<file path="src/rpdf_pkg.sv">
package rpdf_pkg;

    localparam int DEPTH   = 24;
    localparam int IDX_W   = (DEPTH > 1) ? $clog2(DEPTH) : 1;
    localparam int NODE_W  = 24;
    localparam int PKT_W   = 32;
    localparam int BATCH_W = 16;
    localparam int KEY_W   = NODE_W + PKT_W + BATCH_W;
    localparam int S_DATA_W = ((KEY_W + 7) / 8) * 8;
    localparam int M_DATA_W = 8;

    typedef logic [KEY_W-1:0] key_t;

    // bytes past the first zero byte of the id read as zero
    function automatic logic [NODE_W-1:0] canon_node(input logic [NODE_W-1:0] raw);
        logic [NODE_W-1:0] res;
        begin
            res = raw;
            if (raw[7:0] == 8'd0)
            begin
                res = '0;
            end
            else if (raw[15:8] == 8'd0)
            begin
                res = {16'd0, raw[7:0]};
            end
            return res;
        end
    endfunction

endpackage

</file>
<file path="src/recent_packet_duplicate_filter_core.sv">
// recent packet duplicate filter
// input channel s_*: one packet identity per request, tdata holds node_ident
// in bits 23:0, packet_number in 55:24 and batch_number in 71:56.
// output channel m_*: one result per request, tdata bit 0 is is_repeat,
// set when the identity matches a valid entry of the recent window.
// a miss stores the identity in the slot under a round-robin pointer that
// wraps after the last slot, overwriting the oldest entry once full.
// the window is held in a single-port-read memory walked by one shared
// comparator, one entry per cycle with a registered read.
// a request is accepted into key_reg, the window is walked entry by entry
// (ending early on a hit), and the result is posted to the output register.
// s_tready is high only while idle, so throughput is one request per
// walk, longer while the output stalls; the walk length sets the rate.
// the result sits in an output register; while m_tready is low the result
// holds and the next request is accepted, but its result waits until the
// output register is taken.
// reset (rst_n low, asynchronous) clears all valid marks and the pointer;
// entry contents need no clearing.
module recent_packet_duplicate_filter_core (
    input  logic                         clk,
    input  logic                         rst_n,
    input  logic                         s_tvalid,
    output logic                         s_tready,
    // node_ident, packet_number, batch_number
    input  logic [rpdf_pkg::S_DATA_W-1:0] s_tdata,
    output logic                         m_tvalid,
    input  logic                         m_tready,
    // is_repeat, zero fill
    output logic [rpdf_pkg::M_DATA_W-1:0] m_tdata
);
    import rpdf_pkg::*;

    typedef enum logic [1:0] {
        ST_IDLE,
        ST_SCAN,
        ST_DONE
    } state_t;

    state_t                  state_reg;
    key_t                    key_reg;
    logic [IDX_W-1:0]        idx_reg;
    logic [IDX_W-1:0]        slot_reg;
    logic                    cmp_live_reg;
    logic                    rd_last_reg;
    logic                    rd_valid_reg;
    logic                    hit_reg;
    logic [DEPTH-1:0]        valid_reg;
    logic                    m_tvalid_reg;
    logic                    is_repeat_reg;

    key_t                    mem [DEPTH];
    key_t                    rd_data_reg;

    logic                    match;
    logic                    scan_end;
    logic                    out_free;
    logic                    mem_re;
    logic                    mem_we;
    key_t                    in_key;

    assign in_key   = {s_tdata[KEY_W-1:NODE_W], canon_node(s_tdata[NODE_W-1:0])};
    assign match    = rd_valid_reg && (rd_data_reg == key_reg);
    assign scan_end = cmp_live_reg && (match || rd_last_reg);
    assign out_free = !m_tvalid_reg || m_tready;
    assign mem_re   = (state_reg == ST_SCAN) && !scan_end;
    assign mem_we   = (state_reg == ST_DONE) && out_free && !hit_reg;

    assign s_tready = (state_reg == ST_IDLE);
    assign m_tvalid = m_tvalid_reg;
    assign m_tdata  = {{(M_DATA_W-1){1'b0}}, is_repeat_reg};

    // window memory, one read and one write port
    always_ff @(posedge clk)
    begin
        if (mem_we)
        begin
            mem[slot_reg] <= key_reg;
        end
        if (mem_re)
        begin
            rd_data_reg <= mem[idx_reg];
        end
    end

    always_ff @(posedge clk or negedge rst_n)
    begin
        if (!rst_n)
        begin
            state_reg     <= ST_IDLE;
            idx_reg       <= '0;
            slot_reg      <= '0;
            cmp_live_reg  <= 1'b0;
            rd_last_reg   <= 1'b0;
            rd_valid_reg  <= 1'b0;
            hit_reg       <= 1'b0;
            valid_reg     <= '0;
            m_tvalid_reg  <= 1'b0;
            is_repeat_reg <= 1'b0;
            key_reg       <= '0;
        end
        else
        begin
            // in ST_DONE a taken result is replaced by the new one below
            if (m_tvalid_reg && m_tready && (state_reg != ST_DONE))
            begin
                m_tvalid_reg <= 1'b0;
            end
            unique case (state_reg)
                ST_IDLE:
                begin
                    if (s_tvalid)
                    begin
                        key_reg      <= in_key;
                        idx_reg      <= '0;
                        cmp_live_reg <= 1'b0;
                        state_reg    <= ST_SCAN;
                    end
                end
                ST_SCAN:
                begin
                    if (scan_end)
                    begin
                        hit_reg      <= match;
                        cmp_live_reg <= 1'b0;
                        state_reg    <= ST_DONE;
                    end
                    else
                    begin
                        rd_valid_reg <= valid_reg[idx_reg];
                        rd_last_reg  <= (idx_reg == IDX_W'(DEPTH - 1));
                        cmp_live_reg <= 1'b1;
                        if (idx_reg != IDX_W'(DEPTH - 1))
                        begin
                            idx_reg <= idx_reg + 1'b1;
                        end
                    end
                end
                ST_DONE:
                begin
                    if (out_free)
                    begin
                        m_tvalid_reg  <= 1'b1;
                        is_repeat_reg <= hit_reg;
                        state_reg     <= ST_IDLE;
                        if (!hit_reg)
                        begin
                            valid_reg[slot_reg] <= 1'b1;
                            if (slot_reg == IDX_W'(DEPTH - 1))
                            begin
                                slot_reg <= '0;
                            end
                            else
                            begin
                                slot_reg <= slot_reg + 1'b1;
                            end
                        end
                    end
                end
                default:
                begin
                    state_reg <= ST_IDLE;
                end
            endcase
        end
    end

endmodule

</file>
<file path="config.mk">
export PLATFORM = sky130hd
export DESIGN_NAME = recent_packet_duplicate_filter_core
export DESIGN_NICKNAME = d
export VERILOG_FILES = /design/src/rpdf_pkg.sv /design/src/recent_packet_duplicate_filter_core.sv
export SDC_FILE = /design/constraint.sdc
export NUM_CORES = 2
export LEC_CHECK = 0
export BUFFER_PORTS_ARGS = -buffer_cell sky130_fd_sc_hd__buf_4
export CAP_MARGIN = 20
export CORE_ASPECT_RATIO = 1.5
export CORE_MARGIN = 2
export CORE_UTILIZATION = 60
export DETAILED_ROUTE_END_ITERATION = 10
export PLACE_DENSITY_LB_ADDON = 0.2
export SKIP_LAST_GASP = 1
export SLEW_MARGIN = 0
export SYNTH_ARGS = -nofsm -noshare
export SYNTH_HDL_FRONTEND = slang
export SYNTH_SLANG_ARGS = --single-unit
</file>
<file path="constraint.sdc">
create_clock -name clk -period 7.5 [get_ports clk]
set_clock_uncertainty 0.05 [all_clocks]
set_input_delay 1.5 -clock clk [delete_from_list [all_inputs] [get_ports clk]]
set_output_delay 1.5 -clock clk [all_outputs]
set_load 0.005 [all_outputs]
</file>
==> summary.log <==
INFO  outcome        status=complete, no violations
INFO  die            horizontal_die_dimension=289um
INFO  setup_path     critical_path_peak_fanout=48
INFO  finish         final-seq-area=56900squm
INFO  power          power.density=384nW/um^2
INFO  placed_design  place_area=76100squm
INFO  setup_path     reg2regPathDepth=9
INFO  routing        total_detailed_routing_wirelength=171000um
INFO  hold_path      whs_endpoint=valid_reg[8]
INFO  clocking       cts_inserted_buffers=167
INFO  power          cellInternalPower=21.8mW
INFO  power          seq_pwr_share=0.470
INFO  synth          yosys_warnings=0
INFO  timing         setup_violations=0
INFO  finish         antenna_cells_inserted=0
INFO  power          sum_of_internal_switching_and_leakage_power=31.3mW
INFO  finish         layout-area-overhead-vs-synth=11.9%
INFO  hold_path      worstHoldStart=valid_reg[8]
INFO  power          leakage_power_summed_over_all_cells=26.7nW
INFO  die            core-area=121000squm
INFO  routing        avgViaCountPerCell=6.67
INFO  finish         post_route_cells_drive_above_1_share=0.279
INFO  synth          synth-async-reset-ratio=0.0596
INFO  timing         remaining_max_slew_budget_at_the_tightest_pin=0.184
INFO  timing         tightest_slew=1.22ns
INFO  power          power.share.clock=0.275
INFO  synth          synthFlopType=edfxtp_1
INFO  finish         largest_reg_flops=1728
INFO  finish         fillerInstances=7305
INFO  global_route   wire_length_of_the_first_global_routing_pass=249000um
INFO  setup_path     reg_to_reg_start=key_reg[12]
INFO  setup_path     crit_path_frequent_cell=buf_4
INFO  finish         post-route-cell-area=81700squm
INFO  power          switchingPower=9.51mW
INFO  synth          synth_seq_area_share=0.780
INFO  die            top_level_ports=86
INFO  synth          avgSynthCellArea=22.5squm
INFO  clocking       clock_input_transition_at_the_sequential_cells_of_the_worst_setup_and_hold_paths=0.06ns
INFO  finish         area_of_combinational_cells_with_multiple_inputs=15500squm
INFO  setup_path     path_cells=xor2_1 -> nor4_1 -> nand4_1 -> or4_4 -> o21bai_4 -> a21oi_4 -> buf_4 -> buf_4 -> mux2_4
INFO  global_route   globalRouteOverflowTotal=0
INFO  run            maxCapViolations=0
INFO  placed_design  place_hpwl=94300um
INFO  placed_design  place.gp.congestion=0.821
INFO  clocking       htree_levels=4
INFO  die            rows=156
INFO  synth          yosysUniqueCellTypes=51
INFO  synth          post_synth_inst_count=3242
INFO  timing         finalMaxSlewViolations=0
INFO  finish         final_nets=3513
INFO  setup_path     critPathLaunchType=flop
INFO  global_route   antenna_violations_before_repair=0
INFO  timing         fin_crit_sh=0.607
INFO  clocking       tritoncts=done
INFO  setup_path     crit_end_element=flop
INFO  power          irDropWorstVdd=337uV
INFO  setup_path     crit_required=8.15ns
INFO  die            chipHeight=431um
INFO  clocking       ctsResizeCount=0
INFO  global_route   maximum_number_of_pins_on_one_net_before_global_route_repair=128
INFO  routing        detailed_route_wire_length_per_cell=33.3um
INFO  placed_design  portbufs=78
INFO  synth          synth_area=73000squm
INFO  clocking       clock_insertion_delay_worst_skew=0.82ns
INFO  clocking       post_cts_hold_buffer_count=0
INFO  setup_path     crit_arrival=5.20ns
INFO  timing         setup_tns=0ns
INFO  synth          synth-seq-cells=1914
INFO  setup_path     timing_worst_setup_path_type=flop to flop
INFO  routing        drt-initial-drc-count=4574
INFO  die            dieArea=124000squm
INFO  hold_path      worst_hold_path.num_cells=1
INFO  timing         finalHoldViolCount=0
INFO  clocking       clock_tree.buffer_depth=3
INFO  routing        number_of_search_and_repair_iterations_in_the_first_detailed_routing_pass=6
INFO  hold_path      hold_path_class=flop to flop
INFO  die            initial_utilization=0.605
INFO  synth          synth-edff-count=1800
INFO  setup_path     cpMaxStageDelayCell=dfrtp_1
INFO  clocking       clk_root_buffer_cell=clkbuf_16
INFO  finish         utilization=0.677
INFO  clocking       numClockSinks=1914
INFO  timing         fmax=220MHz
INFO  timing         rsz0062_at_grt=false
INFO  power          netSwitchingFraction=0.304
INFO  clocking       cts_setup_buffers=0
INFO  routing        route.vias.total=34400
INFO  setup_path     setup.reg_to_reg.worst_slack=2.95ns
INFO  power          share_comb_of_total_power=0.255
INFO  global_route   overall_track_demand_over_capacity_in_global_routing=0.284
INFO  setup_path     worst_stage_delay_on_the_critical_path=0.85ns
INFO  setup_path     r2r-end=rd_valid_reg
INFO  timing         fin_crit=4.55ns
INFO  routing        drc_errors=0
INFO  routing        remaining_number_of_nets_flagged_by_the_antenna_check_after_routing=0
INFO  global_route   first_global_vias=35500
[how the worst max path moves through the flow]
| stage | startpoint | to | slack, ns | depth (start not counted) |
|---|---|---|---|---|
| 3_5_place_dp | m_tready | mem[20][54] | 2.46 | 7 |
| 2_1_floorplan | m_tready | mem[23][0] | 1.57 | 5 |
| 3_3_place_gp | m_tready | mem[20][56] | 2.53 | 7 |
| 4_1_cts | key_reg[12] | rd_valid_reg | 2.97 | 9 |
| 6_report | key_reg[12] | rd_valid_reg | 2.95 | 9 |
| 5_1_grt | key_reg[12] | rd_valid_reg | 2.77 | 9 |
[cells by family (layout without fill, tap and decap cells)]
group / Yosys count / in the layout / share of synthesized area
multiplexers: 590 / 590 / 0.169
XOR/XNOR: 56 / 56 / 0.00672
other: 1 / 7 / 0.0000514
flip-flops: 1914 / 1914 / 0.780
AND/OR/NAND/NOR: 367 / 367 / 0.0221
AO/OA/AOI/OAI: 127 / 127 / 0.0108
buffers and inverters: 182 / 505 / 0.0109
adder cells (fa/ha/maj): 5 / 5 / 0.000857
[per-stage QoR]
stage                     setup slack (ns)  hold WS (ns)  cells
after floorplan                       1.57         0.378   3248
after global placement                2.53         0.395   4835
after detailed placement              2.46         0.399   4838
after CTS                             2.97         0.416   5146
after global routing                  2.77         0.425   5151
final                                 2.95         0.416   5151
[Yosys cell counts, types with 3 or more instances]
| library cell | count | share of area |
|---|---|---|
| nand4_1 | 6 | 0.00051 |
| nand2_1 | 170 | 0.0087 |
| dfrtp_1 | 114 | 0.039 |
| a21oi_1 | 77 | 0.0053 |
| a21o_1 | 3 | 0.00031 |
| xor2_1 | 49 | 0.0059 |
| or2_2 | 22 | 0.0019 |
| buf_4 | 15 | 0.0015 |
| o21ai_0 | 9 | 0.00062 |
| nor3_1 | 3 | 0.00021 |
| buf_1 | 24 | 0.0012 |
| nor2_1 | 105 | 0.0054 |
| o22ai_1 | 5 | 0.00043 |
| xnor2_1 | 7 | 0.00084 |
| nand2b_1 | 9 | 0.00077 |
| clkbuf_1 | 80 | 0.0041 |
| nor2b_1 | 13 | 0.0011 |
| mux2i_1 | 75 | 0.010 |
| inv_1 | 17 | 0.00087 |
| nand3_1 | 9 | 0.00062 |
| buf_2 | 46 | 0.0032 |
| nor4_1 | 18 | 0.0015 |
| ha_1 | 5 | 0.00086 |
| edfxtp_1 | 1800 | 0.74 |
| a22o_1 | 17 | 0.0020 |
| mux4_2 | 511 | 0.16 |
[cells in the final DEF, fill, tap and decap left out, types with 33 or more instances in the layout]
cell,netlist,layout
dfrtp_1,114,109
clkinv_1,0,33
clkbuf_16,0,169
buf_4,15,151
mux4_2,511,511
nor2_1,105,81
mux2i_1,75,75
nand2_1,170,169
a21oi_1,77,77
xor2_1,49,49
edfxtp_1,1800,1800
[power by group through the flow]
stage          clock [mW]  combinational [mW]  sequential [mW]
6_report             8.63                7.99             14.7
5_1_grt              9.11                8.45             14.8
4_1_cts              8.74                8.06             14.7
3_5_place_dp            0                8.01             14.9
3_3_place_gp            0                7.87             14.9
2_1_floorplan           0                5.33             14.5
[layer usage]
metal	global-route usage	routed length (um)	up-vias
met5	0	0	-
met4	0.0970	5740	0
met3	0.0433	14200	289
met2	0.476	89300	1816
met1	0.387	62000	18500
li1	-	-	13800
[final cells by class]
| class | instances | share of cell area |
|---|---|---|
| clock buffer | 207 | 0.0545 |
| clock inverter | 101 | 0.0127 |
| timing repair buffer | 180 | 0.0212 |
| sequential | 1914 | 0.697 |
| tap | 1580 | 0.0242 |
| inverter | 17 | 0.000781 |
| multi-input combinational | 1152 | 0.190 |
[worst max-delay path: cells and delay by family, from the launching register on]
kind / cells / cell delay (ns)
AND/OR/NAND/NOR: 3 / 1.51
flip-flops: 1 / 0.85
multiplexers: 1 / 0.39
XOR/XNOR: 1 / 0.40
buffers and inverters: 2 / 0.76
AO/OA/AOI/OAI: 2 / 0.39
(Power assumes the default switching activity.)
